$ cat src/bm3_pkg.sv
// Package for the 3x3 binary morphology block: register indexes, mode codes,
// the per-item control word and the window evaluation function.
// Depends on nothing; used by the top level, bm3_ctrl and bm3_window.
`default_nettype none

package bm3_pkg;

  // Configuration register indexes.
  localparam logic [1:0] CFG_MODE   = 2'd0;
  localparam logic [1:0] CFG_WIDTH  = 2'd1;
  localparam logic [1:0] CFG_HEIGHT = 2'd2;
  localparam logic [1:0] CFG_THRESH = 2'd3;

  // Operating modes; the spare code behaves as a plain threshold.
  localparam logic [1:0] MODE_PASS   = 2'd0;
  localparam logic [1:0] MODE_ERODE  = 2'd1;
  localparam logic [1:0] MODE_DILATE = 2'd2;

  localparam int CFG_DW    = 13;
  localparam int IN_DW     = 24;
  localparam int OUT_DW    = 8;

  localparam logic [1:0] RST_MODE   = MODE_PASS;
  localparam logic [8:0] RST_THRESH = 9'd2;

  // Window bit index is column*3 + row, column 0 oldest, row 0 top.
  localparam logic [8:0] WIN_BLACK = 9'h1FF;
  localparam logic [8:0] PLUS_MASK = 9'h0BA;

  // Control word of one item as it moves from the counter stage to the window stage.
  typedef struct packed {
    logic valid;
    logic px;
    logic use_top;
    logic use_mid;
    logic col_start;
    logic pre_emit;
    logic pre_last;
    logic post_emit;
    logic post_last;
  } item_ctl_t;

  function automatic logic win_result(input logic [8:0] win, input logic [1:0] mode);
    logic res;
    case (mode)
      MODE_ERODE:  res = ((win & PLUS_MASK) == PLUS_MASK);
      MODE_DILATE: res = |win;
      default:     res = win[4];
    endcase
    return res;
  endfunction

endpackage

`default_nettype wire

$ cat src/binary_morphology_3x3_top.sv
// Top level of the 3x3 binary morphology block (threshold, erosion, dilation).
// Depends on bm3_pkg, bm3_ctrl, bm3_window and bm3_outq.
//
// Usage:
// RGB pixels enter in raster order on the in_ stream; in_tuser selects a pixel
// item (0) or a flush item (1). Each result leaves on the out_ stream with
// out_tlast set on the final pixel of the frame. Results lag the input by one
// row plus one pixel; the last row plus one results of a frame are released
// by flush items (or further pixel items), one per item.
// Throughput is one item per clock cycle while in_tready is high: the line
// memory is read for the incoming column while the previous item writes back
// its own column. The item completing a result is registered in the counter
// stage, and the result is then registered in the queue that drives out_.
// The cfg_ port writes mode, width, height or threshold, as cfg_index selects;
// a size write restarts the frame. Configure only while the block is idle.
// Reset (rst_n low at a clock edge) restores the default configuration, zeroes
// the position counters, makes the window black and empties the result queue;
// the line memory needs no clearing, as no unwritten entry is ever used.
// When the receiver stalls, up to three results wait in a four-entry queue;
// in_tready falls once queued results plus the item in the window stage
// reach three.
`default_nettype none

module binary_morphology_3x3_top #(
  parameter int MAX_WIDTH  = 1024,
  parameter int MAX_HEIGHT = 4096
) (
  input  wire                           clk,
  input  wire                           rst_n,
  // Configuration write port.
  input  wire                           cfg_we,
  input  wire [1:0]                     cfg_index,
  input  wire [bm3_pkg::CFG_DW-1:0]     cfg_data,
  // Input stream.
  input  wire                           in_tvalid,
  output logic                          in_tready,
  input  wire [bm3_pkg::IN_DW-1:0]      in_tdata,   // red[7:0], green[15:8], blue[23:16]
  input  wire                           in_tuser,   // func
  // Result stream.
  output logic                          out_tvalid,
  input  wire                           out_tready,
  output logic [bm3_pkg::OUT_DW-1:0]    out_tdata,  // pixel_black[0], zeros above
  output logic                          out_tlast   // frame_last
);

  localparam int CW = $clog2(MAX_WIDTH);

  logic [1:0]         mode;
  logic               restart;
  logic               rd_en;
  logic [CW-1:0]      rd_addr;
  bm3_pkg::item_ctl_t s1_ctl;
  logic [CW-1:0]      s1_col;
  logic               res_valid, res_black, res_last;
  logic [2:0]         level;
  logic               out_black;

  assign in_tready = ((level + {2'b00, s1_ctl.valid}) <= 3'd2);

  bm3_ctrl #(
    .MAX_WIDTH (MAX_WIDTH),
    .MAX_HEIGHT(MAX_HEIGHT)
  ) u_ctrl (
    .clk      (clk),
    .rst_n    (rst_n),
    .cfg_we   (cfg_we),
    .cfg_index(cfg_index),
    .cfg_data (cfg_data),
    .in_valid (in_tvalid),
    .in_ready (in_tready),
    .in_func  (in_tuser),
    .in_red   (in_tdata[7:0]),
    .in_green (in_tdata[15:8]),
    .in_blue  (in_tdata[23:16]),
    .mode     (mode),
    .restart  (restart),
    .rd_en    (rd_en),
    .rd_addr  (rd_addr),
    .s1_ctl   (s1_ctl),
    .s1_col   (s1_col)
  );

  bm3_window #(
    .MAX_WIDTH(MAX_WIDTH)
  ) u_window (
    .clk      (clk),
    .rst_n    (rst_n),
    .restart  (restart),
    .mode     (mode),
    .rd_en    (rd_en),
    .rd_addr  (rd_addr),
    .ctl      (s1_ctl),
    .col      (s1_col),
    .res_valid(res_valid),
    .res_black(res_black),
    .res_last (res_last)
  );

  bm3_outq u_outq (
    .clk       (clk),
    .rst_n     (rst_n),
    .push      (res_valid),
    .push_black(res_black),
    .push_last (res_last),
    .out_valid (out_tvalid),
    .out_ready (out_tready),
    .out_black (out_black),
    .out_last  (out_tlast),
    .level     (level)
  );

  assign out_tdata = {{(bm3_pkg::OUT_DW-1){1'b0}}, out_black};

endmodule

`default_nettype wire

$ cat src/bm3_ctrl.sv
// Counter stage of the 3x3 morphology block: configuration registers, input
// and output position counters, and the control word for the window stage.
// Depends on bm3_pkg.
`default_nettype none

module bm3_ctrl #(
  parameter int MAX_WIDTH  = 1024,
  parameter int MAX_HEIGHT = 4096,
  localparam int CW = $clog2(MAX_WIDTH),
  localparam int HW = $clog2(MAX_HEIGHT),
  localparam int RW = $clog2(MAX_HEIGHT + 2)
) (
  input  wire                          clk,
  input  wire                          rst_n,
  input  wire                          cfg_we,
  input  wire [1:0]                    cfg_index,
  input  wire [bm3_pkg::CFG_DW-1:0]    cfg_data,
  input  wire                          in_valid,
  input  wire                          in_ready,
  input  wire                          in_func,
  input  wire [7:0]                    in_red,
  input  wire [7:0]                    in_green,
  input  wire [7:0]                    in_blue,
  output logic [1:0]                   mode,
  output logic                         restart,
  output logic                         rd_en,
  output logic [CW-1:0]                rd_addr,
  output bm3_pkg::item_ctl_t           s1_ctl,
  output logic [CW-1:0]                s1_col
);

  localparam int RST_W = (512 > MAX_WIDTH) ? MAX_WIDTH : 512;
  localparam int RST_H = (512 > MAX_HEIGHT) ? MAX_HEIGHT : 512;

  logic [1:0]    mode_r;
  logic [8:0]    thresh_r;
  logic [CW-1:0] wlast_r;
  logic [HW-1:0] hlast_r;

  logic [CW-1:0] in_col_r, in_col_nxt;
  logic [RW-1:0] in_row_r, in_row_nxt;
  logic [CW-1:0] out_col_r, out_col_nxt;
  logic [HW-1:0] out_row_r, out_row_nxt;

  bm3_pkg::item_ctl_t ctl_r, ctl_nxt;
  logic [CW-1:0]      col_r;

  logic [31:0] w_val, h_val, w_clamp, h_clamp;
  logic        accept, pixel_phase, feed, thr_black, col_start, row_ge1, row_ge2;
  logic        out_is_last, emit, frame_done;

  assign restart = cfg_we && ((cfg_index == bm3_pkg::CFG_WIDTH) ||
                              (cfg_index == bm3_pkg::CFG_HEIGHT));

  // Sizes are stored already clamped, as the index of the last column and row.
  always_comb begin
    w_val = 32'(cfg_data[10:0]);
    h_val = 32'(cfg_data[12:0]);
    if (w_val < 32'd3) begin
      w_clamp = 32'd2;
    end else if (w_val > 32'(MAX_WIDTH)) begin
      w_clamp = 32'(MAX_WIDTH - 1);
    end else begin
      w_clamp = w_val - 32'd1;
    end
    if (h_val < 32'd3) begin
      h_clamp = 32'd2;
    end else if (h_val > 32'(MAX_HEIGHT)) begin
      h_clamp = 32'(MAX_HEIGHT - 1);
    end else begin
      h_clamp = h_val - 32'd1;
    end
  end

  always_ff @(posedge clk) begin
    if (!rst_n) begin
      mode_r   <= bm3_pkg::RST_MODE;
      thresh_r <= bm3_pkg::RST_THRESH;
      wlast_r  <= CW'(RST_W - 1);
      hlast_r  <= HW'(RST_H - 1);
    end else if (cfg_we) begin
      case (cfg_index)
        bm3_pkg::CFG_MODE:   mode_r   <= cfg_data[1:0];
        bm3_pkg::CFG_WIDTH:  wlast_r  <= w_clamp[CW-1:0];
        bm3_pkg::CFG_HEIGHT: hlast_r  <= h_clamp[HW-1:0];
        bm3_pkg::CFG_THRESH: thresh_r <= cfg_data[8:0];
        default:             mode_r   <= mode_r;
      endcase
    end
  end

  assign mode = mode_r;

  always_comb begin
    accept      = in_valid && in_ready;
    pixel_phase = (in_row_r <= RW'(hlast_r));
    // A flush item while pixels are still due is dropped.
    feed        = accept && !(pixel_phase && in_func);
    thr_black   = ({1'b0, in_red} < thresh_r) && ({1'b0, in_green} < thresh_r) &&
                  ({1'b0, in_blue} < thresh_r);
    col_start   = (in_col_r == '0);
    row_ge1     = (in_row_r != '0);
    row_ge2     = (in_row_r > RW'(1));
    out_is_last = (out_col_r == wlast_r) && (out_row_r == hlast_r);

    ctl_nxt           = '0;
    ctl_nxt.valid     = feed;
    ctl_nxt.px        = pixel_phase ? thr_black : 1'b1;
    ctl_nxt.use_top   = row_ge2;
    ctl_nxt.use_mid   = row_ge1;
    ctl_nxt.col_start = col_start;
    ctl_nxt.pre_emit  = feed && col_start && row_ge2;
    ctl_nxt.pre_last  = ctl_nxt.pre_emit && out_is_last;
    ctl_nxt.post_emit = feed && !col_start && row_ge1;
    ctl_nxt.post_last = ctl_nxt.post_emit && out_is_last;
    emit       = ctl_nxt.pre_emit || ctl_nxt.post_emit;
    frame_done = ctl_nxt.pre_last || ctl_nxt.post_last;

    in_col_nxt  = in_col_r;
    in_row_nxt  = in_row_r;
    out_col_nxt = out_col_r;
    out_row_nxt = out_row_r;
    if (feed) begin
      if (in_col_r == wlast_r) begin
        in_col_nxt = '0;
        in_row_nxt = in_row_r + RW'(1);
      end else begin
        in_col_nxt = in_col_r + CW'(1);
      end
    end
    if (emit) begin
      if (out_col_r == wlast_r) begin
        out_col_nxt = '0;
        out_row_nxt = out_row_r + HW'(1);
      end else begin
        out_col_nxt = out_col_r + CW'(1);
      end
    end
    if (frame_done || restart) begin
      in_col_nxt  = '0;
      in_row_nxt  = '0;
      out_col_nxt = '0;
      out_row_nxt = '0;
    end
  end

  always_ff @(posedge clk) begin
    if (!rst_n) begin
      in_col_r  <= '0;
      in_row_r  <= '0;
      out_col_r <= '0;
      out_row_r <= '0;
      ctl_r     <= '0;
    end else begin
      in_col_r  <= in_col_nxt;
      in_row_r  <= in_row_nxt;
      out_col_r <= out_col_nxt;
      out_row_r <= out_row_nxt;
      ctl_r     <= ctl_nxt;
    end
  end

  always_ff @(posedge clk) begin
    if (feed) begin
      col_r <= in_col_r;
    end
  end

  assign rd_en   = feed;
  assign rd_addr = in_col_r;
  assign s1_ctl  = ctl_r;
  assign s1_col  = col_r;

endmodule

`default_nettype wire

$ cat src/bm3_window.sv
// Window stage of the 3x3 morphology block: the line memory holding the two
// rows above the input row, the 3x3 window register and the result logic.
// Depends on bm3_pkg.
`default_nettype none

module bm3_window #(
  parameter int MAX_WIDTH = 1024,
  localparam int CW = $clog2(MAX_WIDTH)
) (
  input  wire                      clk,
  input  wire                      rst_n,
  input  wire                      restart,
  input  wire [1:0]                mode,
  input  wire                      rd_en,
  input  wire [CW-1:0]             rd_addr,
  input  wire bm3_pkg::item_ctl_t  ctl,
  input  wire [CW-1:0]             col,
  output logic                     res_valid,
  output logic                     res_black,
  output logic                     res_last
);

  // Each entry holds {row two above, row one above} for one column.
  logic [1:0] line_mem [MAX_WIDTH];
  logic [1:0] rd_data_r;

  logic [8:0] window_r, window_nxt;
  logic [8:0] win_pre, win_base, win_post;
  logic       top, mid, wr_en;
  logic [1:0] wr_data;

  // Reads run one column ahead of the write-back, and a column comes round
  // again only after a full row of at least three items, so no read ever
  // meets a pending write to the same entry.
  always_ff @(posedge clk) begin
    if (rd_en) begin
      rd_data_r <= line_mem[rd_addr];
    end
    if (wr_en) begin
      line_mem[col] <= wr_data;
    end
  end

  always_comb begin
    top      = ctl.use_top ? rd_data_r[1] : 1'b1;
    mid      = ctl.use_mid ? rd_data_r[0] : 1'b1;
    win_pre  = {3'b111, window_r[8:3]};
    win_base = ctl.col_start ? bm3_pkg::WIN_BLACK : window_r;
    win_post = {ctl.px, mid, top, win_base[8:3]};

    wr_data   = {mid, ctl.px};
    wr_en     = ctl.valid && !ctl.pre_last;
    res_valid = ctl.valid && (ctl.pre_emit || ctl.post_emit);
    if (ctl.pre_emit) begin
      res_black = bm3_pkg::win_result(win_pre, mode);
      res_last  = ctl.pre_last;
    end else begin
      res_black = bm3_pkg::win_result(win_post, mode);
      res_last  = ctl.post_last;
    end

    if (ctl.pre_last || ctl.post_last) begin
      window_nxt = bm3_pkg::WIN_BLACK;
    end else begin
      window_nxt = win_post;
    end
  end

  always_ff @(posedge clk) begin
    if (!rst_n || restart) begin
      window_r <= bm3_pkg::WIN_BLACK;
    end else if (ctl.valid) begin
      window_r <= window_nxt;
    end
  end

endmodule

`default_nettype wire

$ cat src/bm3_outq.sv
// Four-entry result queue of the 3x3 morphology block; it decouples the
// window stage from a stalling receiver.
// Depends on no other module.
`default_nettype none

module bm3_outq (
  input  wire        clk,
  input  wire        rst_n,
  input  wire        push,
  input  wire        push_black,
  input  wire        push_last,
  output logic       out_valid,
  input  wire        out_ready,
  output logic       out_black,
  output logic       out_last,
  output logic [2:0] level
);

  logic [1:0] entry_r [4];
  logic [1:0] wr_ptr_r, rd_ptr_r;
  logic [2:0] count_r;
  logic       pop;

  assign out_valid = (count_r != 3'd0);
  assign pop       = out_valid && out_ready;
  assign out_black = entry_r[rd_ptr_r][0];
  assign out_last  = entry_r[rd_ptr_r][1];
  assign level     = count_r;

  always_ff @(posedge clk) begin
    if (push) begin
      entry_r[wr_ptr_r] <= {push_last, push_black};
    end
  end

  always_ff @(posedge clk) begin
    if (!rst_n) begin
      wr_ptr_r <= '0;
      rd_ptr_r <= '0;
      count_r  <= '0;
    end else begin
      if (push) begin
        wr_ptr_r <= wr_ptr_r + 2'd1;
      end
      if (pop) begin
        rd_ptr_r <= rd_ptr_r + 2'd1;
      end
      if (push && !pop) begin
        count_r <= count_r + 3'd1;
      end else if (pop && !push) begin
        count_r <= count_r - 3'd1;
      end
    end
  end

endmodule

`default_nettype wire

$ cat config.mk
export PLATFORM = sky130hd
export DESIGN_NAME = binary_morphology_3x3_top
export DESIGN_NICKNAME = d
export VERILOG_FILES = /design/src/bm3_pkg.sv /design/src/binary_morphology_3x3_top.sv /design/src/bm3_ctrl.sv /design/src/bm3_window.sv /design/src/bm3_outq.sv
export SDC_FILE = /design/constraint.sdc
export NUM_CORES = 2
export LEC_CHECK = 0
export BUFFER_PORTS_ARGS = -buffer_cell sky130_fd_sc_hd__buf_2
export CAP_MARGIN = 20
export CORE_MARGIN = 2
export CORE_UTILIZATION = 25
export CTS_BUF_LIST = sky130_fd_sc_hd__clkbuf_4
export DETAILED_ROUTE_END_ITERATION = 16
export PLACE_DENSITY = 0.49
export SKIP_LAST_GASP = 1
export SYNTH_ARGS = -nofsm -noshare
export SYNTH_HDL_FRONTEND = slang
export SYNTH_SLANG_ARGS = --single-unit
$ cat constraint.sdc
create_clock -name clk -period 28.3 [get_ports clk]
set_input_delay 4.245 -clock clk [delete_from_list [all_inputs] [get_ports clk]]
set_output_delay 4.245 -clock clk [all_outputs]
set_load 0.01 [all_outputs]
==> flow_summary.ini <==
[grt]
grt_pass1_wl_um = 398000
met2_usage_pct = 24.3
grt_util_met3_pct = 2.97
first_global_vias = 54400
grt_max_degree = 253
grt.busiest_layer = met2
overflow = 0
grt_antenna_before_repair = 22
grt_util_met1_pct = 20.6
grt_util_all_layers_pct = 15.1

[detailed_routing]
final_antenna_net_count = 0
drt-wirelength-per-cell_um = 25.5
wl_um = 281000
drt_iter0_markers = 6177
vias_per_cell = 4.82
drt_first_pass_iters = 5
drc = 0
vias = 53000

[placed_design]
dp_slack_ns = 21.64
place_congestion = 0.811
hpwlAfterDp_um = 155000
placedCellCount = 10000
port-buffer-count = 48

[setup_path]
reg2reg_from = u_ctrl.rd_addr[1]
critical_path_class = reg2out
critPathCapture = in_tready
cp.arrival_ns = 2.65
critPathCaptureType = primary output
reg2reg_slack_ns = 22.44
critical_path.startpoint = u_ctrl.s1_ctl[8]
rr_endpoint = u_window.rd_data_r[0]
required_ns = 24.05
cp-start-kind = flop
reg2reg_depth = 11
worstPathMaxFanout = 10

[synth]
synth_area_um2 = 90200
syn-instance-count = 5464
yosys_warnings = 0
synth_edf_count = 2068
synth_seq_cells = 2170
synth_area_leaders = edfxtp_1 (69%), mux4_2 (13%), nor2_1 (4.6%), dfxtp_1 (2.3%), mux2i_1 (1.5%)
yosysTopAreaCell = edfxtp_1
ys_seq_area_share_pct = 71.1
synth_top_cell_area_share_pct = 68.9
synth_area_per_cell_um2 = 16.5
ys.flop_type = edfxtp_1
ys_types = 74
async_flop_share_pct = 0

[pwr]
irDropWorstVdd_uv = 26.8
p_per_area_nw_per_um2 = 64.7
total_power_mw = 6.69
p_leak_nw = 30.7

[timing]
max_slew_margin_pct = 4.62
skew_ns = 0.176
rsz0062_at_grt = false
post-route-period-util_pct = 24.4
maxSlewViolCount = 0
setup_viol = 0
holdWs_ns = 0.465
tns_ns = 0
worst_pin_slew_ns = 1.43
fin_ws_ns = 21.41
hold_violations = 0
fmax_mhz = 145
min_period_ns = 6.89

[run]
drv_cap = 0

[layout]
drive_above_1_share_pct = 27.1
syn2layout_area_growth_pct = 14.7
n_fill_cell = 36000
fin_cells = 11000
finalNetCount = 5933

[floorplan]
die_w_um = 605
floorplan.initialDensity_pct = 25.1
rows = 220
core_um2 = 359000
dieHeight_um = 605
die_area_um2 = 365000
ios = 56

[clock_network]
clockRootBuffer = clkbuf_4
clk_latency_ns = 1.35
postCtsSetupRepairBufs = 0
cts_hold_buffers = 0
post_cts_resized = 0
clk_pin_slew_ns = 0.06
cts_tree = yes
htreeDepth = 6
cts_buffer_depth = 4
cts_made_buffers = 579
clkSinkCount = 2170

[status]
status = finished, final reports clean

[worst_hold_path]
hold_path_class = reg2reg
-- routing by layer --
layer	wire length, um	up-vias
met5	57	-
met4	6360	8
met3	22500	396
met2	133000	2509
met1	119000	27900
li1	-	22200
-- how the worst min path moves through the flow --
stage                             startpoint                 end  slack, ns  cells after the start
after floorplan            u_ctrl.rd_addr[2]    u_ctrl.s1_col[2]       0.40                      0
after global placement    u_ctrl.thresh_r[7]  u_ctrl.thresh_r[7]       0.46                      2
after detailed placement  u_ctrl.thresh_r[4]  u_ctrl.thresh_r[4]       0.46                      2
after CTS                 u_ctrl.thresh_r[4]  u_ctrl.thresh_r[4]       0.47                      2
after global routing      u_ctrl.thresh_r[5]  u_ctrl.thresh_r[5]       0.49                      2
final                     u_ctrl.thresh_r[4]  u_ctrl.thresh_r[4]       0.46                      2
-- sequential cells by signal, summed over array words and instances (netlist names), named ones only --
name and flops:
u_window.line_mem 2048, u_ctrl.in_row_r 13, u_ctrl.hlast_r 12, u_ctrl.out_row_r 12, u_ctrl.out_col_r 10, u_ctrl.rd_addr 10, u_ctrl.s1_col 10, u_ctrl.wlast_r 10
u_ctrl.s1_ctl 9, u_ctrl.thresh_r 9, u_outq.entry_r 8, u_window.window_r 6, u_outq.level 3, u_ctrl.mode 2, u_outq.rd_ptr_r 2, u_outq.wr_ptr_r 2
u_window.rd_data_r 2
-- power by group --
| group | leakage, nW | internal, mW | switching (mW) | total, mW |
|---|---|---|---|---|
| logic | 6.96 | 0.185 | 0.247 | 0.432 |
| registers | 19.5 | 3.49 | 0.0163 | 3.51 |
| clock network | 4.24 | 1.45 | 1.31 | 2.75 |
-- Yosys cell counts, drive strengths merged, types with 12 or more instances --
library cell	instances
a22oi	60
nand2b	14
o22ai	29
edfxtp	2068
mux2	15
a21o	17
a2111oi	12
nor2	1112
mux4	508
a221oi	29
ha	54
xnor2	55
a211oi	20
clkbuf	255
nand2	212
a21boi	17
nand3	76
a21oi	83
nor3	44
and2	30
nor4	15
o211ai	19
nand4	22
inv	50
buf	172
and3	23
dfxtp	102
mux2i	138
o21ai	54
xor2	23
nor2b	28
-- worst max-delay path: stages (launching register included) --
cell	delay, ns
dfxtp_1	0.52
ha_1	0.21
ha_1	0.22
a21oi_1	0.27
buf_2	0.19
-- final cells by class --
type	count	area (um2)	area share, %
clock inverters	136	901	0.871
well taps	4773	5970	5.77
multi-input cells	2822	24300	23.4
repair buffers	209	1720	1.66
diodes	11	27.5	0.0266
clock buffers	828	6220	6.01
flip-flops and latches	2170	64200	62.0
inverters	51	191	0.185
-- cell usage in the layout (no fill, tap or decap), types with 19 or more instances in the layout --
master	n
edfxtp_1	2068
nor2_1	1108
clkbuf_4	828
mux4_2	508
nand2_1	202
buf_4	142
mux2i_1	138
dfxtp_1	94
clkinv_1	84
a21oi_1	82
a22oi_1	60
nand3_1	56
xnor2_1	55
ha_1	54
o21ai_0	53
buf_2	49
inv_1	47
nor3_1	43
a221oi_1	29
o22ai_1	29
and2_1	28
xor2_1	23
and3_1	23
nand4_1	22
nand3_4	20
nor2b_1	19
inv_2	19
a211oi_1	19
o211ai_1	19
-- stage by stage --
step / utilization [%] / area, um2
2_1_floorplan: - / 90200
3_3_place_gp: 26.8 / 96000
3_5_place_dp: 26.8 / 96300
4_1_cts: 28.8 / 103000
5_1_grt: 28.8 / 103000
6_report: 28.8 / 103000
-- logic make-up (layout without fill, tap and decap cells) --
family                   count (synthesis)  after routing  synth area share [%]
XOR/XNOR                                78             78                 0.758
flip-flops                            2170           2170                  71.1
other                                    1             18               0.00416
multiplexers                           661            661                  14.4
adder cells (fa/ha/maj)                 55             55                 0.772
AO/OA/AOI/OAI                          408            408                  3.12
buffers and inverters                  478           1224                  2.40
AND/OR/NAND/NOR                       1613           1613                  7.40
No activity file was read; power rests on OpenSTA's default activity.
